`src/hw/rtl/ktfl_pkg.sv`:
```
// shared types, codes and constants of the keypad two-factor lock controller
package ktfl_pkg;

	localparam int DIGITS_DEF = 4;

	// controller states, one-hot
	typedef enum logic [7:0] {
		S_IDLE     = 8'b0000_0001,
		S_ID       = 8'b0000_0010,
		S_IDWAIT   = 8'b0000_0100,
		S_CODE     = 8'b0000_1000,
		S_CODEWAIT = 8'b0001_0000,
		S_GRANT    = 8'b0010_0000,
		S_DENY     = 8'b0100_0000,
		S_ERR      = 8'b1000_0000
	} state_t;

	// lock_state codes seen on the result beat
	localparam logic [2:0] LS_IDLE     = 3'd0;
	localparam logic [2:0] LS_ID       = 3'd1;
	localparam logic [2:0] LS_IDWAIT   = 3'd2;
	localparam logic [2:0] LS_CODE     = 3'd3;
	localparam logic [2:0] LS_CODEWAIT = 3'd4;
	localparam logic [2:0] LS_GRANT    = 3'd5;
	localparam logic [2:0] LS_DENY     = 3'd6;
	localparam logic [2:0] LS_ERR      = 3'd7;

	typedef enum logic [1:0] {
		OP_TICK    = 2'd0,
		OP_BUTTON  = 2'd1,
		OP_KEY     = 2'd2,
		OP_VERDICT = 2'd3
	} op_t;

	localparam logic [3:0] KEY_LAST_DIGIT = 4'd9;
	localparam logic [3:0] KEY_CONFIRM    = 4'd12;
	localparam logic [3:0] KEY_CLEAR      = 4'd14;

	localparam logic [2:0] V_ID_OK        = 3'd0;
	localparam logic [2:0] V_ID_REFUSED   = 3'd1;
	localparam logic [2:0] V_CODE_OK      = 3'd2;
	localparam logic [2:0] V_CODE_REFUSED = 3'd3;

	localparam logic [2:0] LED_OFF   = 3'd0;
	localparam logic [2:0] LED_AMBER = 3'd1;
	localparam logic [2:0] LED_GREEN = 3'd2;
	localparam logic [2:0] LED_RED   = 3'd3;
	localparam logic [2:0] LED_BLUE  = 3'd4;

	localparam logic [6:0] ANGLE_OPEN = 7'd90;
	localparam logic [6:0] ANGLE_STEP = 7'd2;

	// register indexes
	localparam logic [2:0] REG_TIMEOUT   = 3'd0;
	localparam logic [2:0] REG_DISPLAY   = 3'd1;
	localparam logic [2:0] REG_DENY_BEEP = 3'd2;
	localparam logic [2:0] REG_STEP      = 3'd3;
	localparam logic [2:0] REG_BEEP      = 3'd4;

	localparam logic [23:0] TIMEOUT_RST   = 24'd50000;
	localparam logic [23:0] DISPLAY_RST   = 24'd8000;
	localparam logic [15:0] DENY_BEEP_RST = 16'd500;
	localparam logic [15:0] STEP_RST      = 16'd35;
	localparam logic [15:0] BEEP_RST      = 16'd5;

	// result beat field offsets in m_tdata
	localparam int TD_LOCK   = 0;
	localparam int TD_LED    = 3;
	localparam int TD_SID    = 6;
	localparam int TD_SCODE  = 7;
	localparam int TD_DIGITS = 8;
	localparam int TD_MAIL   = 24;
	localparam int TD_BUZ    = 25;
	localparam int TD_SERVO  = 26;
	localparam int TD_ANGLE  = 27;
	localparam int TD_CNT    = 34;
	localparam int TD_W      = 40;

	typedef struct packed {
		logic [23:0] timeout_ticks;
		logic [23:0] display_ticks;
		logic [15:0] deny_beep_ticks;
		logic [15:0] step_ticks;
		logic [15:0] beep_ticks;
	} cfg_t;

	typedef struct packed {
		logic [2:0]  lock_state;
		logic [2:0]  led_color;
		logic        send_id;
		logic        send_code;
		logic [15:0] digits_out;
		logic        mail_valid;
		logic        mail_granted;
		logic        buzzer_on;
		logic        servo_enabled;
		logic [6:0]  servo_angle;
		logic [2:0]  entered_count;
	} result_t;

	function automatic logic [2:0] state_code(input state_t s);
		logic [2:0] c;
		case (s)
			S_IDLE:     c = LS_IDLE;
			S_ID:       c = LS_ID;
			S_IDWAIT:   c = LS_IDWAIT;
			S_CODE:     c = LS_CODE;
			S_CODEWAIT: c = LS_CODEWAIT;
			S_GRANT:    c = LS_GRANT;
			S_DENY:     c = LS_DENY;
			S_ERR:      c = LS_ERR;
			default:    c = LS_IDLE;
		endcase
		return c;
	endfunction

endpackage

```
`src/hw/rtl/keypad_two_factor_lock_controller.sv`:
```
// top level of the keypad two-factor lock controller: config registers and result register
//
//  channel  | dir | handshake               | contents
//  ---------+-----+-------------------------+-------------------------------------------
//  s_*      | in  | s_tvalid / s_tready     | one event beat (tick, button, key, verdict)
//  m_*      | out | m_tvalid / m_tready     | one result beat per event, state after it
//  apb      | in  | psel / penable, pready=1| five timing registers at 4*i
//
//  every event beat is handled at its accepting edge: the state machine in ktfl_core updates at that
//  edge and the result lands in the output register at the same edge
//  sustained rate is one beat per cycle; s_tready drops only while a result waits and the
//  sink is stalling, and comes back the cycle m_tready is seen
//  arst_n clears the state machine, the result valid flag and sets the registers to defaults
//  no clearing pass after reset: the first beat can be taken as soon as reset is released
module keypad_two_factor_lock_controller import ktfl_pkg::*; #(
	parameter int DIGITS = DIGITS_DEF
) (
	input  logic        clk,
	input  logic        arst_n,
	// event stream
	input  logic        s_tvalid,
	output logic        s_tready,
	input  logic [7:0]  s_tdata,   // button_level[0], key_code[4:1], verdict[7:5]
	input  logic [1:0]  s_tuser,   // opcode[1:0]
	// result stream
	output logic        m_tvalid,
	input  logic        m_tready,
	output logic [39:0] m_tdata,   // lock_state[2:0], led_color[5:3], send_id[6],
	                               // send_code[7], digits_out[23:8], mail_valid[24],
	                               // buzzer_on[25], servo_enabled[26],
	                               // servo_angle[33:27], entered_count[36:34], zeros
	output logic        m_tuser,   // mail_granted[0]
	// configuration
	input  logic        psel,
	input  logic        penable,
	input  logic        pwrite,
	input  logic [4:0]  paddr,
	input  logic [31:0] pwdata,
	output logic [31:0] prdata,
	output logic        pready
);

	cfg_t          cfg_q;
	result_t       res;
	logic          accept;
	logic          cfg_wr;
	logic [2:0]    reg_idx;
	logic          m_tvalid_q;
	logic [TD_W-1:0] m_tdata_q;
	logic          m_tuser_q;

	// output register frees as soon as the sink takes it, so no bubble between beats
	assign s_tready = !m_tvalid_q || m_tready;
	assign accept   = s_tvalid && s_tready;

	assign pready  = 1'b1;
	assign reg_idx = paddr[4:2];
	assign cfg_wr  = psel && penable && pwrite && pready;

	// register file, written only while idle by contract
	always_ff @(posedge clk or negedge arst_n) begin
		if (!arst_n) begin
			cfg_q.timeout_ticks   <= TIMEOUT_RST;
			cfg_q.display_ticks   <= DISPLAY_RST;
			cfg_q.deny_beep_ticks <= DENY_BEEP_RST;
			cfg_q.step_ticks      <= STEP_RST;
			cfg_q.beep_ticks      <= BEEP_RST;
		end else if (cfg_wr) begin
			case (reg_idx)
				REG_TIMEOUT:   cfg_q.timeout_ticks   <= pwdata[23:0];
				REG_DISPLAY:   cfg_q.display_ticks   <= pwdata[23:0];
				REG_DENY_BEEP: cfg_q.deny_beep_ticks <= pwdata[15:0];
				REG_STEP:      cfg_q.step_ticks      <= pwdata[15:0];
				REG_BEEP:      cfg_q.beep_ticks      <= pwdata[15:0];
				default: begin
				end
			endcase
		end
	end

	// read back, unused addresses read as zero
	always_comb begin
		case (reg_idx)
			REG_TIMEOUT:   prdata = {8'h00, cfg_q.timeout_ticks};
			REG_DISPLAY:   prdata = {8'h00, cfg_q.display_ticks};
			REG_DENY_BEEP: prdata = {16'h0000, cfg_q.deny_beep_ticks};
			REG_STEP:      prdata = {16'h0000, cfg_q.step_ticks};
			REG_BEEP:      prdata = {16'h0000, cfg_q.beep_ticks};
			default:       prdata = '0;
		endcase
	end

	// state machine and the whole per-event decision
	ktfl_core #(
		.DIGITS(DIGITS)
	) u_core (
		.clk          (clk),
		.arst_n       (arst_n),
		.accept       (accept),
		.opcode       (s_tuser),
		.button_level (s_tdata[0]),
		.key_code     (s_tdata[4:1]),
		.verdict      (s_tdata[7:5]),
		.cfg          (cfg_q),
		.res          (res)
	);

	// result beat valid flag
	always_ff @(posedge clk or negedge arst_n) begin
		if (!arst_n) begin
			m_tvalid_q <= 1'b0;
		end else if (accept) begin
			m_tvalid_q <= 1'b1;
		end else if (m_tready) begin
			m_tvalid_q <= 1'b0;
		end
	end

	// result payload, loaded on every accepted event beat
	always_ff @(posedge clk) begin
		if (accept) begin
			m_tdata_q <= {3'b000, res.entered_count, res.servo_angle, res.servo_enabled,
				res.buzzer_on, res.mail_valid, res.digits_out, res.send_code,
				res.send_id, res.led_color, res.lock_state};
			m_tuser_q <= res.mail_granted;
		end
	end

	assign m_tvalid = m_tvalid_q;
	assign m_tdata  = m_tdata_q;
	assign m_tuser  = m_tuser_q;

endmodule

```
`src/hw/rtl/ktfl_core.sv`:
```
// lock state machine: state registers and the per-event next-state logic
module ktfl_core import ktfl_pkg::*; #(
	parameter int DIGITS = DIGITS_DEF
) (
	input  logic       clk,
	input  logic       arst_n,
	input  logic       accept,
	input  logic [1:0] opcode,
	input  logic       button_level,
	input  logic [3:0] key_code,
	input  logic [2:0] verdict,
	input  cfg_t       cfg,
	output result_t    res
);

	localparam int DW = 4 * DIGITS;
	localparam int CW = $clog2(DIGITS + 1);

	state_t        state_q, state_n;
	logic          phase_q, phase_n;
	logic [23:0]   elapsed_q, elapsed_n;
	logic [15:0]   sub_q, sub_n;
	logic [DW-1:0] id_q, id_n;
	logic [CW-1:0] id_cnt_q, id_cnt_n;
	logic [DW-1:0] code_q, code_n;
	logic [CW-1:0] code_cnt_q, code_cnt_n;
	logic          last_btn_q, last_btn_n;
	logic [2:0]    led_q, led_n;
	logic [6:0]    angle_q, angle_n;

	logic          go_en;
	state_t        go_st;
	logic          send_id, send_code, mail, mail_ok, buz;
	logic [DW-1:0] digits_p;
	logic [CW-1:0] cnt;
	logic [23:0]   e_inc;
	logic [15:0]   s_inc;
	logic [DW-1:0] ent_d;
	logic [CW-1:0] ent_c;
	op_t           op;

	logic [DW+15:0] digits_ext;
	logic [CW+2:0]  cnt_ext;

	assign op = op_t'(opcode);

	always_comb begin
		state_n    = state_q;
		phase_n    = phase_q;
		elapsed_n  = elapsed_q;
		sub_n      = sub_q;
		id_n       = id_q;
		id_cnt_n   = id_cnt_q;
		code_n     = code_q;
		code_cnt_n = code_cnt_q;
		last_btn_n = last_btn_q;
		led_n      = led_q;
		angle_n    = angle_q;
		go_en      = 1'b0;
		go_st      = state_q;
		send_id    = 1'b0;
		send_code  = 1'b0;
		mail       = 1'b0;
		mail_ok    = 1'b0;
		digits_p   = '0;
		buz        = 1'b0;
		cnt        = '0;
		e_inc      = elapsed_q + 24'd1;
		s_inc      = sub_q + 16'd1;
		ent_d      = (state_q == S_CODE) ? code_q : id_q;
		ent_c      = (state_q == S_CODE) ? code_cnt_q : id_cnt_q;

		case (op)
			OP_TICK: begin
				case (state_q)
					S_ID, S_IDWAIT, S_CODE, S_CODEWAIT: begin
						if (elapsed_q >= cfg.timeout_ticks) begin
							go_en = 1'b1;
							go_st = S_ERR;
						end else begin
							elapsed_n = e_inc;
						end
					end
					S_GRANT: begin
						if (!phase_q) begin
							// open hold at full angle
							if (e_inc >= cfg.display_ticks) begin
								phase_n   = 1'b1;
								sub_n     = '0;
								elapsed_n = '0;
							end else begin
								elapsed_n = e_inc;
							end
						end else if (s_inc >= cfg.step_ticks) begin
							if (angle_q < ANGLE_STEP) begin
								angle_n = '0;
								go_en   = 1'b1;
								go_st   = S_IDLE;
							end else begin
								angle_n = angle_q - ANGLE_STEP;
								sub_n   = '0;
							end
						end else begin
							sub_n = s_inc;
						end
					end
					S_DENY: begin
						if (!phase_q) begin
							if (e_inc >= {8'h00, cfg.deny_beep_ticks}) begin
								phase_n   = 1'b1;
								elapsed_n = '0;
							end else begin
								elapsed_n = e_inc;
							end
						end else if (e_inc >= cfg.display_ticks) begin
							go_en = 1'b1;
							go_st = S_IDLE;
						end else begin
							elapsed_n = e_inc;
						end
					end
					S_ERR: begin
						if (e_inc >= cfg.display_ticks) begin
							go_en = 1'b1;
							go_st = S_IDLE;
						end else begin
							elapsed_n = e_inc;
						end
					end
					default: begin
					end
				endcase
			end
			OP_BUTTON: begin
				if (state_q == S_IDLE) begin
					last_btn_n = button_level;
					if (button_level && !last_btn_q) begin
						go_en = 1'b1;
						go_st = S_ID;
					end
				end
			end
			OP_KEY: begin
				if (state_q == S_ID || state_q == S_CODE) begin
					if (key_code == KEY_CONFIRM) begin
						if (ent_c == CW'(DIGITS)) begin
							led_n    = LED_AMBER;
							digits_p = ent_d;
							go_en    = 1'b1;
							if (state_q == S_ID) begin
								send_id = 1'b1;
								go_st   = S_IDWAIT;
							end else begin
								send_code = 1'b1;
								go_st     = S_CODEWAIT;
							end
						end else begin
							ent_d = '0;
							ent_c = '0;
						end
					end else if (key_code == KEY_CLEAR) begin
						ent_d = '0;
						ent_c = '0;
					end else if (key_code <= KEY_LAST_DIGIT && ent_c < CW'(DIGITS)) begin
						ent_d = (ent_d << 4) | DW'(key_code);
						ent_c = ent_c + CW'(1);
					end
					if (state_q == S_ID) begin
						id_n     = ent_d;
						id_cnt_n = ent_c;
					end else begin
						code_n     = ent_d;
						code_cnt_n = ent_c;
					end
				end
			end
			OP_VERDICT: begin
				if (state_q == S_IDWAIT) begin
					go_en = 1'b1;
					if (verdict == V_ID_OK)           go_st = S_CODE;
					else if (verdict == V_ID_REFUSED) go_st = S_DENY;
					else                              go_st = S_ERR;
				end else if (state_q == S_CODEWAIT) begin
					go_en = 1'b1;
					if (verdict == V_CODE_OK)           go_st = S_GRANT;
					else if (verdict == V_CODE_REFUSED) go_st = S_DENY;
					else                                go_st = S_ERR;
				end
			end
			default: begin
			end
		endcase

		// state change side effects
		if (go_en) begin
			state_n   = go_st;
			elapsed_n = '0;
			phase_n   = 1'b0;
			sub_n     = '0;
			case (go_st)
				S_IDLE: begin
					led_n      = LED_OFF;
					code_n     = '0;
					code_cnt_n = '0;
				end
				S_ID: begin
					id_n     = '0;
					id_cnt_n = '0;
				end
				S_CODE: begin
					code_n     = '0;
					code_cnt_n = '0;
				end
				S_GRANT: begin
					led_n    = LED_GREEN;
					angle_n  = ANGLE_OPEN;
					mail     = 1'b1;
					mail_ok  = 1'b1;
					digits_p = id_n;
				end
				S_DENY: begin
					led_n    = LED_RED;
					mail     = 1'b1;
					digits_p = id_n;
				end
				S_ERR: begin
					led_n = LED_BLUE;
				end
				default: begin
				end
			endcase
		end

		if (state_n == S_GRANT)
			buz = phase_n && (sub_n < cfg.beep_ticks);
		else if (state_n == S_DENY)
			buz = !phase_n && (elapsed_n < {8'h00, cfg.deny_beep_ticks});
		if (state_n == S_ID)        cnt = id_cnt_n;
		else if (state_n == S_CODE) cnt = code_cnt_n;
	end

	assign digits_ext = {16'h0000, digits_p};
	assign cnt_ext    = {3'b000, cnt};

	always_comb begin
		res.lock_state    = state_code(state_n);
		res.led_color     = led_n;
		res.send_id       = send_id;
		res.send_code     = send_code;
		res.digits_out    = digits_ext[15:0];
		res.mail_valid    = mail;
		res.mail_granted  = mail_ok;
		res.buzzer_on     = buz;
		res.servo_enabled = (state_n == S_GRANT);
		res.servo_angle   = angle_n;
		res.entered_count = cnt_ext[2:0];
	end

	always_ff @(posedge clk or negedge arst_n) begin
		if (!arst_n) begin
			state_q    <= S_IDLE;
			phase_q    <= 1'b0;
			elapsed_q  <= '0;
			sub_q      <= '0;
			id_q       <= '0;
			id_cnt_q   <= '0;
			code_q     <= '0;
			code_cnt_q <= '0;
			last_btn_q <= 1'b0;
			led_q      <= LED_OFF;
			angle_q    <= '0;
		end else if (accept) begin
			state_q    <= state_n;
			phase_q    <= phase_n;
			elapsed_q  <= elapsed_n;
			sub_q      <= sub_n;
			id_q       <= id_n;
			id_cnt_q   <= id_cnt_n;
			code_q     <= code_n;
			code_cnt_q <= code_cnt_n;
			last_btn_q <= last_btn_n;
			led_q      <= led_n;
			angle_q    <= angle_n;
		end
	end

endmodule

```
`config.mk`:
```
export PLATFORM = sky130hd
export DESIGN_NAME = keypad_two_factor_lock_controller
export DESIGN_NICKNAME = d
export VERILOG_FILES = /design/src/hw/rtl/ktfl_pkg.sv /design/src/hw/rtl/keypad_two_factor_lock_controller.sv /design/src/hw/rtl/ktfl_core.sv
export SDC_FILE = /design/constraint.sdc
export NUM_CORES = 1
export LEC_CHECK = 0
export ABC_AREA = 1
export BUFFER_PORTS_ARGS = -buffer_cell sky130_fd_sc_hd__buf_2
export CAP_MARGIN = 5
export CORE_UTILIZATION = 40
export CTS_CLUSTER_SIZE = 25
export DETAILED_ROUTE_END_ITERATION = 7
export GPL_ROUTABILITY_DRIVEN = 1
export GPL_TIMING_DRIVEN = 0
export HOLD_SLACK_MARGIN = 0.06
export MAX_ROUTING_LAYER = met4
export PLACE_DENSITY = 0.61
export RECOVER_POWER = 25
export SYNTH_ARGS = -nofsm -noshare
export SYNTH_HDL_FRONTEND = slang
export SYNTH_HIERARCHICAL = 1
export SYNTH_SLANG_ARGS = --single-unit
```
`constraint.sdc`:
```
create_clock -name clk -period 4.6 [get_ports clk]
set_input_delay 1.38 -clock clk [delete_from_list [all_inputs] [get_ports clk]]
set_output_delay 1.38 -clock clk [all_outputs]
set_load 0.02 [all_outputs]
```
; Word-level counts from Yosys, hierarchy flattened
; Cells that the tools add are included.
[totals]
regBits = 233
output_inout_bits = 76
[classes]
n_addsub = 4
reduce_logical = 26
n_eq_ne = 34
n_bitwise = 1
mux = 118
magnitude_cmp = 9
[op_table]
columns = cell, count
row1 = $mux 16, 27
row2 = $mux 24, 8
row3 = $mux 8, 18
row4 = $pmux 24 s5, 1
row5 = $pmux 24 s4, 1
row6 = $mux 3, 22
row7 = $pmux 8 s4, 2
row8 = $mux 7, 7
row9 = $ge 24x24->1, 2
row10 = $mux 1, 26
row11 = $add 24x1->24 const B, 1
row12 = $eq 8x2->1 const B, 3
row13 = $eq 8x4->1 const B, 3
row14 = $eq 8x6->1 const B, 3
row15 = $eq 8x7->1 const B, 3
row16 = $eq 8x8->1 const B, 3
row17 = $ge 24x16->1, 1
row18 = $lt 24x16->1, 1
row19 = $pmux 3 s7, 1
row20 = $add 16x1->16 const B, 1
row21 = $eq 8x1->1 const B, 2
row22 = $eq 8x3->1 const B, 2
row23 = $eq 8x5->1 const B, 2
row24 = $ge 16x16->1, 1
row25 = other kinds (28), 51

; Logic depth before layout (Yosys ltp)
[logic_depth]
ltp_word = 14
depth_mapped = 39
depth_no_buf = 37

; By module
; Netlist, hierarchy kept.
[modules_own_cells]
columns = module, area_per_inst_um2, instances, cells_each
row1 = ktfl_core, 10961.8, 1, 1720
row2 = keypad_two_factor_lock_controller, 5970.7, 1, 663

; Worst setup path after synthesis
; No wires, ideal clock.
[synth_path]
path_type = register to register
start = register u_core.sub_q[2]
end = register m_tdata_q[25], in the netlist m_tdata[25] (data pin)
setup_time_ns = 0.125
path_slack_ns = -0.349
synth_period_minus_slack_ns = 4.949
path_stages_with_launch = 39
t_arrival_ns = 4.823
path_cell_list = dfrtp_1 inv_1 nor3_1 nand3_1 nor2_1 nand3_1 nor2_1 nand2_1 nor2_1 inv_1 nor2_1 nand3_1 nand2_1 inv_1 ha_1 nand4_1 nor3_1 nand3_1 [... 3 more ...] nor2_4 nor2_4 buf_2 buf_1 a21oi_1 ha_1 a21oi_1 nor2_1 a211oi_1 o221ai_1 nor2_1 nand3_1 nor2_1 nand2_1 nor2_1 nand2_1 nand2_1 buf_4
[synth_between]
elab_chain_len = 11
word_cells_on_any_way = 29
classes_between = add/sub: 1 / order compare: 3 / eq/ne: 2 / mux: 20 / reduce/logical: 3
[synth_rtl]
columns = element, line
row1 = "start, declared", ktfl_core.sv:22  ; logic [15:0] sub_q, sub_n;
row2 = "start signal, assigned", ktfl_core.sv:276  ; sub_q <= sub_n;
row3 = $add 16x1->16, ktfl_core.sv:69  ; s_inc = sub_q + 16'd1;
row4 = $ge 16x16->1, ktfl_core.sv:94  ; end else if (s_inc >= cfg.step_ticks) begin
row5 = $mux 1, ktfl_core.sv:94
row6 = $mux 1, ktfl_core.sv:85  ; if (!phase_q) begin
row7 = $pmux 1 s4, ktfl_core.sv:75  ; case (state_q)
row8 = $pmux 1 s4, ktfl_core.sv:73  ; case (op)
row9 = $mux 24, ktfl_core.sv:195  ; if (go_en) begin
row10 = via u_core.elapsed_n[9], ktfl_core.sv:21  ; logic [23:0] elapsed_q, elapsed_n;
row11 = $lt 24x16->1, ktfl_core.sv:237  ; buz = !phase_n && (elapsed_n < {8'h00, cfg.deny_beep_ticks});
row12 = $logic_and 1x1->1, ktfl_core.sv:237
row13 = $mux 1, ktfl_core.sv:236  ; else if (state_n == S_DENY)
row14 = $mux 1, ktfl_core.sv:234  ; if (state_n == S_GRANT)
row15 = via u_core.buz, ktfl_core.sv:33  ; logic send_id, send_code, mail, mail_ok, buz;
row16 = "end signal, assigned", keypad_two_factor_lock_controller.sv:122  ; m_tdata_q <= {3'b000, res.entered_count, res.servo_angle, res.servo_enabled,
row17 = "end, declared", keypad_two_factor_lock_controller.sv:49  ; logic [TD_W-1:0] m_tdata_q;
; The timed path passes the listed nets, and every way through them passes these cells.
; A chain may end at the register's enable or synchronous reset.

==> impl_results.html <==
<table>
<tr><th>Metric</th><th>Value</th></tr>
<tr><th colspan="2">Critical path</th></tr>
<tr><td>Endpoint required time on the critical path</td><td>a little over 5 ns</td></tr>
<tr><td>Crit path top cell by count</td><td>sky130_fd_sc_hd__nor2_2</td></tr>
<tr><td>Arr. time, crit path</td><td>5.67 ns</td></tr>
<tr><td>Cell count of the worst reg-to-reg path</td><td>38</td></tr>
<tr><td>Slowest cell on the critical path</td><td>sky130_fd_sc_hd__dfrtp_2</td></tr>
<tr><td>Delay of the slowest cell on the worst path</td><td>0.40 ns</td></tr>
<tr><td>Endpoint class of the critical path</td><td>register</td></tr>
<tr><td>Worst setup path class</td><td>register to register</td></tr>
<tr><td>CP Launch Type</td><td>register</td></tr>
<tr><td>Largest fanout of any net on the critical path</td><td>8</td></tr>
<tr><th colspan="2">GRT</th></tr>
<tr><td>Pin count of the biggest net entering global routing</td><td>80</td></tr>
<tr><td>Wire length of the first global-routing pass</td><td>90300 um</td></tr>
<tr><td>Antenna violations before repair</td><td>0</td></tr>
<tr><td>Final global-route overflow total</td><td>0</td></tr>
<tr><td>Number of global-route vias before repair</td><td>between 15000 and 20000</td></tr>
<tr><td>Combined global-route utilization of all metal layers</td><td>between 20% and 30%</td></tr>
<tr><th colspan="2">Clocking</th></tr>
<tr><td>Clock tree root buffer cell</td><td>sky130_fd_sc_hd__clkbuf_16</td></tr>
<tr><td>Count of clock tree sinks</td><td>between 200 and 250</td></tr>
<tr><td>Count of hold-fix buffers inserted at cts</td><td>0</td></tr>
<tr><td>CTS tree</td><td>built</td></tr>
<tr><td>Clock insertion delay at the later pin of the skew report</td><td>0.58 ns</td></tr>
<tr><td>Clock-pin transition on the worst setup and hold timing paths</td><td>roughly 0.060 ns</td></tr>
<tr><td>Number of buffers on the longest clock path</td><td>3</td></tr>
<tr><td>TritonCTS buffer count</td><td>30</td></tr>
<tr><td>H-tree levels</td><td>1</td></tr>
<tr><th colspan="2">Layout</th></tr>
<tr><td>Share of final-layout standard cells stronger than drive strength 1</td><td>20.2%</td></tr>
<tr><td>Area occupied by registers</td><td>just over 0.006 mm2</td></tr>
<tr><td>Nets@finish</td><td>approximately 2800</td></tr>
<tr><td>Area growth, synth to finish</td><td>21.5%</td></tr>
<tr><td>Footprint of the multi-input gates</td><td>about 0.0096 mm2</td></tr>
<tr><td>Count of inserted antenna diode cells</td><td>0</td></tr>
<tr><td>Fill count</td><td>between 4000 and 5000</td></tr>
<tr><th colspan="2">Synthesis</th></tr>
<tr><td>Sequential fraction of the synthesis area</td><td>35.7%</td></tr>
<tr><td>Post-Syn Instances</td><td>between 2000 and 2500</td></tr>
<tr><td>Cell Area, Synth</td><td>around 0.017 mm2</td></tr>
<tr><td>Number of enable-type register cells in the synthesized netlist</td><td>38</td></tr>
<tr><td>Async S/R FF share, synth</td><td>a little over four fifths</td></tr>
<tr><td>Most instantiated flip-flop cell in the synthesis netlist</td><td>sky130_fd_sc_hd__dfrtp_1</td></tr>
<tr><td>Unique cell type count in the Yosys netlist</td><td>between 50 and 60</td></tr>
<tr><td>Mean Syn Cell Area</td><td>slightly above 7 um2</td></tr>
<tr><td>Main area contributors after synthesis</td><td>sky130_fd_sc_hd__dfrtp_1 (25%), sky130_fd_sc_hd__nand2_1 (14%), sky130_fd_sc_hd__ha_1 (8.6%)</td></tr>
<tr><td>Number of warnings reported in the yosys synthesis log</td><td>6</td></tr>
<tr><td>Top cell type by total area after synthesis</td><td>sky130_fd_sc_hd__dfrtp_1</td></tr>
<tr><td>Seq cells post-synth</td><td>between 200 and 250</td></tr>
<tr><td>Top-area cell type share of the netlist area</td><td>around 25%</td></tr>
<tr><th colspan="2">Timing</th></tr>
<tr><td>Actual slew at the worst max-slew pin</td><td>around 2.8 ns</td></tr>
<tr><td>Max-slew violations</td><td>between 60 and 70</td></tr>
<tr><td>Post-layout worst setup margin</td><td>-0.642 ns</td></tr>
<tr><td>Setup-violating endpoint count in the final report</td><td>17</td></tr>
<tr><td>RSZ-0062 raised after global routing</td><td>true</td></tr>
<tr><td>Hold violation total from the final report</td><td>0</td></tr>
<tr><td>Achievable frequency</td><td>0.191 GHz</td></tr>
<tr><td>Worst hold slack across all endpoints</td><td>between 0.4 and 0.5 ns</td></tr>
<tr><td>Setup clock skew after layout</td><td>0.0166 ns</td></tr>
<tr><td>Fin crit period</td><td>5.24 ns</td></tr>
<tr><td>Relative slew slack</td><td>-83.8%</td></tr>
<tr><td>Total negative slack</td><td>-1.43 ns</td></tr>
<tr><td>Share of the clock period used by the worst path after layout</td><td>114%</td></tr>
<tr><th colspan="2">Power</th></tr>
<tr><td>Net switching power</td><td>2.85 mW</td></tr>
<tr><td>Power per cell area</td><td>approximately 380 mW/mm2</td></tr>
<tr><td>Internal portion of total power</td><td>between 4 and 5 mW</td></tr>
<tr><td>Combinational fraction of design power</td><td>31.9%</td></tr>
<tr><td>Fraction of power consumed by sequential logic</td><td>35.3%</td></tr>
<tr><td>Share of total power consumed by net switching</td><td>36.9%</td></tr>
<tr><td>Clk pwr share</td><td>approximately a third</td></tr>
<tr><td>Maximum VDD drop</td><td>between 0.2 and 0.3 mV</td></tr>
<tr><td>Static Leakage</td><td>~10 nW</td></tr>
<tr><th colspan="2">Detailed routing</th></tr>
<tr><td>Routed via count divided by cell count</td><td>5.38</td></tr>
<tr><td>Antenna Nets Post-Route</td><td>0</td></tr>
<tr><td>Via count</td><td>17000</td></tr>
<tr><td>Count of unresolved DRC violations after routing</td><td>0</td></tr>
<tr><td>Detailed Route Iter0 Violations</td><td>between 1500 and 2000</td></tr>
<tr><td>Initial DRT Pass Iterations</td><td>6</td></tr>
<tr><td>Routed wirelength normalized by instance count</td><td>approximately 18 um</td></tr>
<tr><td>Post-Route WL</td><td>between 50000 and 60000 um</td></tr>
<tr><th colspan="2">Hold path</th></tr>
<tr><td>Path category of the worst min-delay check</td><td>register to register</td></tr>
<tr><td>Number of cells on the worst hold path</td><td>2</td></tr>
<tr><th colspan="2">Run status</th></tr>
<tr><td>Run status</td><td>complete, but fails checks</td></tr>
<tr><td>Violated checks</td><td>capacitance limit, slew limit, setup timing</td></tr>
<tr><th colspan="2">Placement</th></tr>
<tr><td>Placed wire-length estimate after detailed placement</td><td>43200 um</td></tr>
<tr><td>GP Congestion</td><td>~0.98</td></tr>
<tr><td>Total of buffers placed on input and output ports</td><td>106</td></tr>
<tr><th colspan="2">Floorplan</th></tr>
<tr><td>Effective utilization at floorplan</td><td>between 40% and 50%</td></tr>
<tr><td>Number of rows in the core area</td><td>75</td></tr>
<tr><td>Core footprint</td><td>0.0419 mm2</td></tr>
<tr><td>Die Span X</td><td>slightly above 200 um</td></tr>
<tr><td>I/O pin count</td><td>between 100 and 150</td></tr>
<tr><td>Height of the chip</td><td>208 um</td></tr>
<tr><td>Floorplan die area</td><td>about 0.043 mm2</td></tr>
<tr><th colspan="2">Job</th></tr>
<tr><td>MaxCap Viol Count</td><td>2</td></tr>
</table>
registers in the layout, indices dropped and copies added (netlist names):
name               flops
u_core/sub_q          16
u_core/phase_q         1
u_core/last_btn_q      1
u_core/id_q           16
u_core/code_cnt_q      3
u_core/led_q           3
u_core/elapsed_q      24
m_tvalid               1
cfg_q                 96
u_core/angle_q         7
m_tuser                1
u_core/code_q         16
m_tdata               37
u_core/state_q         8
u_core/id_cnt_q        3
synth_stat cells (all sizes together) (2+ instances only):
| master | count |
|---|---|
| and2 | 2 |
| nand3 | 145 |
| a22oi | 2 |
| o21a | 4 |
| o21bai | 5 |
| buf | 54 |
| inv | 378 |
| a21oi | 77 |
| dfstp | 24 |
| dfrtp | 171 |
| mux2i | 11 |
| xor2 | 20 |
| o221ai | 11 |
| nand3b | 2 |
| o211ai | 19 |
| o22ai | 36 |
| o31ai | 12 |
| nor3 | 15 |
| and3 | 3 |
| conb | 2 |
| nor2 | 179 |
| nor4 | 3 |
| or2 | 2 |
| nand2 | 668 |
| o21ai | 270 |
| ha | 116 |
| a211oi | 9 |
| edfxtp | 38 |
| clkbuf | 54 |
| a21o | 4 |
| clkinv | 3 |
| nand4 | 38 |
worst paths after layout:
path | start | to | slack [ns]
min in group asynchronous | arst_n | m_tvalid | 1.68
max in group asynchronous | arst_n | cfg_q[21] | 0.26
setup / recovery | u_core/sub_q[0] | m_tdata[25] | -0.64
hold / removal | cfg_q[17] | cfg_q[17] | 0.48
hold reg to reg | cfg_q[17] | cfg_q[17] | 0.48
setup reg to reg | u_core/sub_q[0] | m_tdata[25] | -0.64
cell families after synthesis:
family | count (synthesis) | synth area share, %
AND/OR/NAND/NOR | 1057 | 26.6
flip-flops | 233 | 35.7
adder cells (fa/ha/maj) | 116 | 8.57
other | 2 | 0.0444
XOR/XNOR | 20 | 1.03
multiplexers | 11 | 0.650
AO/OA/AOI/OAI | 455 | 15.6
buffers and inverters | 489 | 11.8
cell usage in the layout, fill, tap and decap left out, drive strengths merged, types with 2 or more instances in the layout:
| master | instances |
|---|---|
| o21bai | 5 |
| clkinv | 13 |
| a22oi | 2 |
| o221ai | 11 |
| nand3b | 2 |
| o21ai | 270 |
| nor2 | 179 |
| dfstp | 24 |
| a21boi | 2 |
| clkinvlp | 5 |
| ha | 116 |
| nor4 | 3 |
| and2 | 2 |
| xor2 | 20 |
| nand4 | 38 |
| and3 | 3 |
| nand2 | 668 |
| o21a | 4 |
| o31ai | 12 |
| clkbuf | 90 |
| o211ai | 19 |
| or2 | 2 |
| dfrtp | 171 |
| a21o | 4 |
| o22ai | 36 |
| conb | 12 |
| buf | 234 |
| edfxtp | 38 |
| a211oi | 9 |
| inv | 378 |
| a21oi | 77 |
| mux2i | 11 |
| bufinv | 5 |
| nor3 | 15 |
| nand3 | 145 |
routing by layer:
metal | global-route usage, % | share of wire [%] | up-vias
met5 | - | 0 | -
met4 | 8.99 | 3.7 | 0
met3 | 2.60 | 6.7 | 122
met2 | 41.7 | 45 | 689
met1 | 38.0 | 45 | 8048
li1 | - | - | 8176
worst max-delay path: cells and delay by family (launching register included):
family | cells | cell delay, ns
AO/OA/AOI/OAI | 6 | 0.90
adder cells (fa/ha/maj) | 2 | 0.42
buffers and inverters | 5 | 0.45
flip-flops | 1 | 0.40
AND/OR/NAND/NOR | 25 | 2.89
power by group through the flow:
stage          Clock [mW]  Combinational [mW]  Sequential, mW
2_1_floorplan           0                1.51            2.69
3_3_place_gp            0                2.09            2.75
3_5_place_dp            0                2.16            2.76
4_1_cts              2.58                2.28            2.72
5_1_grt              2.66                2.75            2.77
6_report             2.53                2.46            2.73
final cells by class:
cell class | count | share of cell area, %
clock buffer | 36 | 4.01
multi-input combinational | 1672 | 46.5
sequential | 233 | 29.5
inverter | 381 | 7.02
buffer | 107 | 3.01
timing repair buffer | 181 | 5.52
clock inverter | 20 | 1.13
tap | 539 | 3.28
through the flow:
stage                     power [mW]  utilization, %  instances  area, um2  setup slack [ns]
final                           7.73            49.1       3169      20600            -0.642
after global routing            8.18            49.1       3169      20600            -0.842
after CTS                       7.59            47.5       3134      19900            -0.753
after detailed placement        4.92            43.8       3041      18300             -1.66
after global placement          4.84            43.5       3038      18200             -1.94
after floorplan                 4.20               -       2393      17000            0.0186
timing repair:
item / in CTS / in global routing
endpoints found under the setup margin: 33 / 42
pin swaps: 40 / 68
setup buffers: 38 / 36
cloned: 0 / 1
gates resized for setup: 68 / 122
Power figures use the tool's default switching activity.
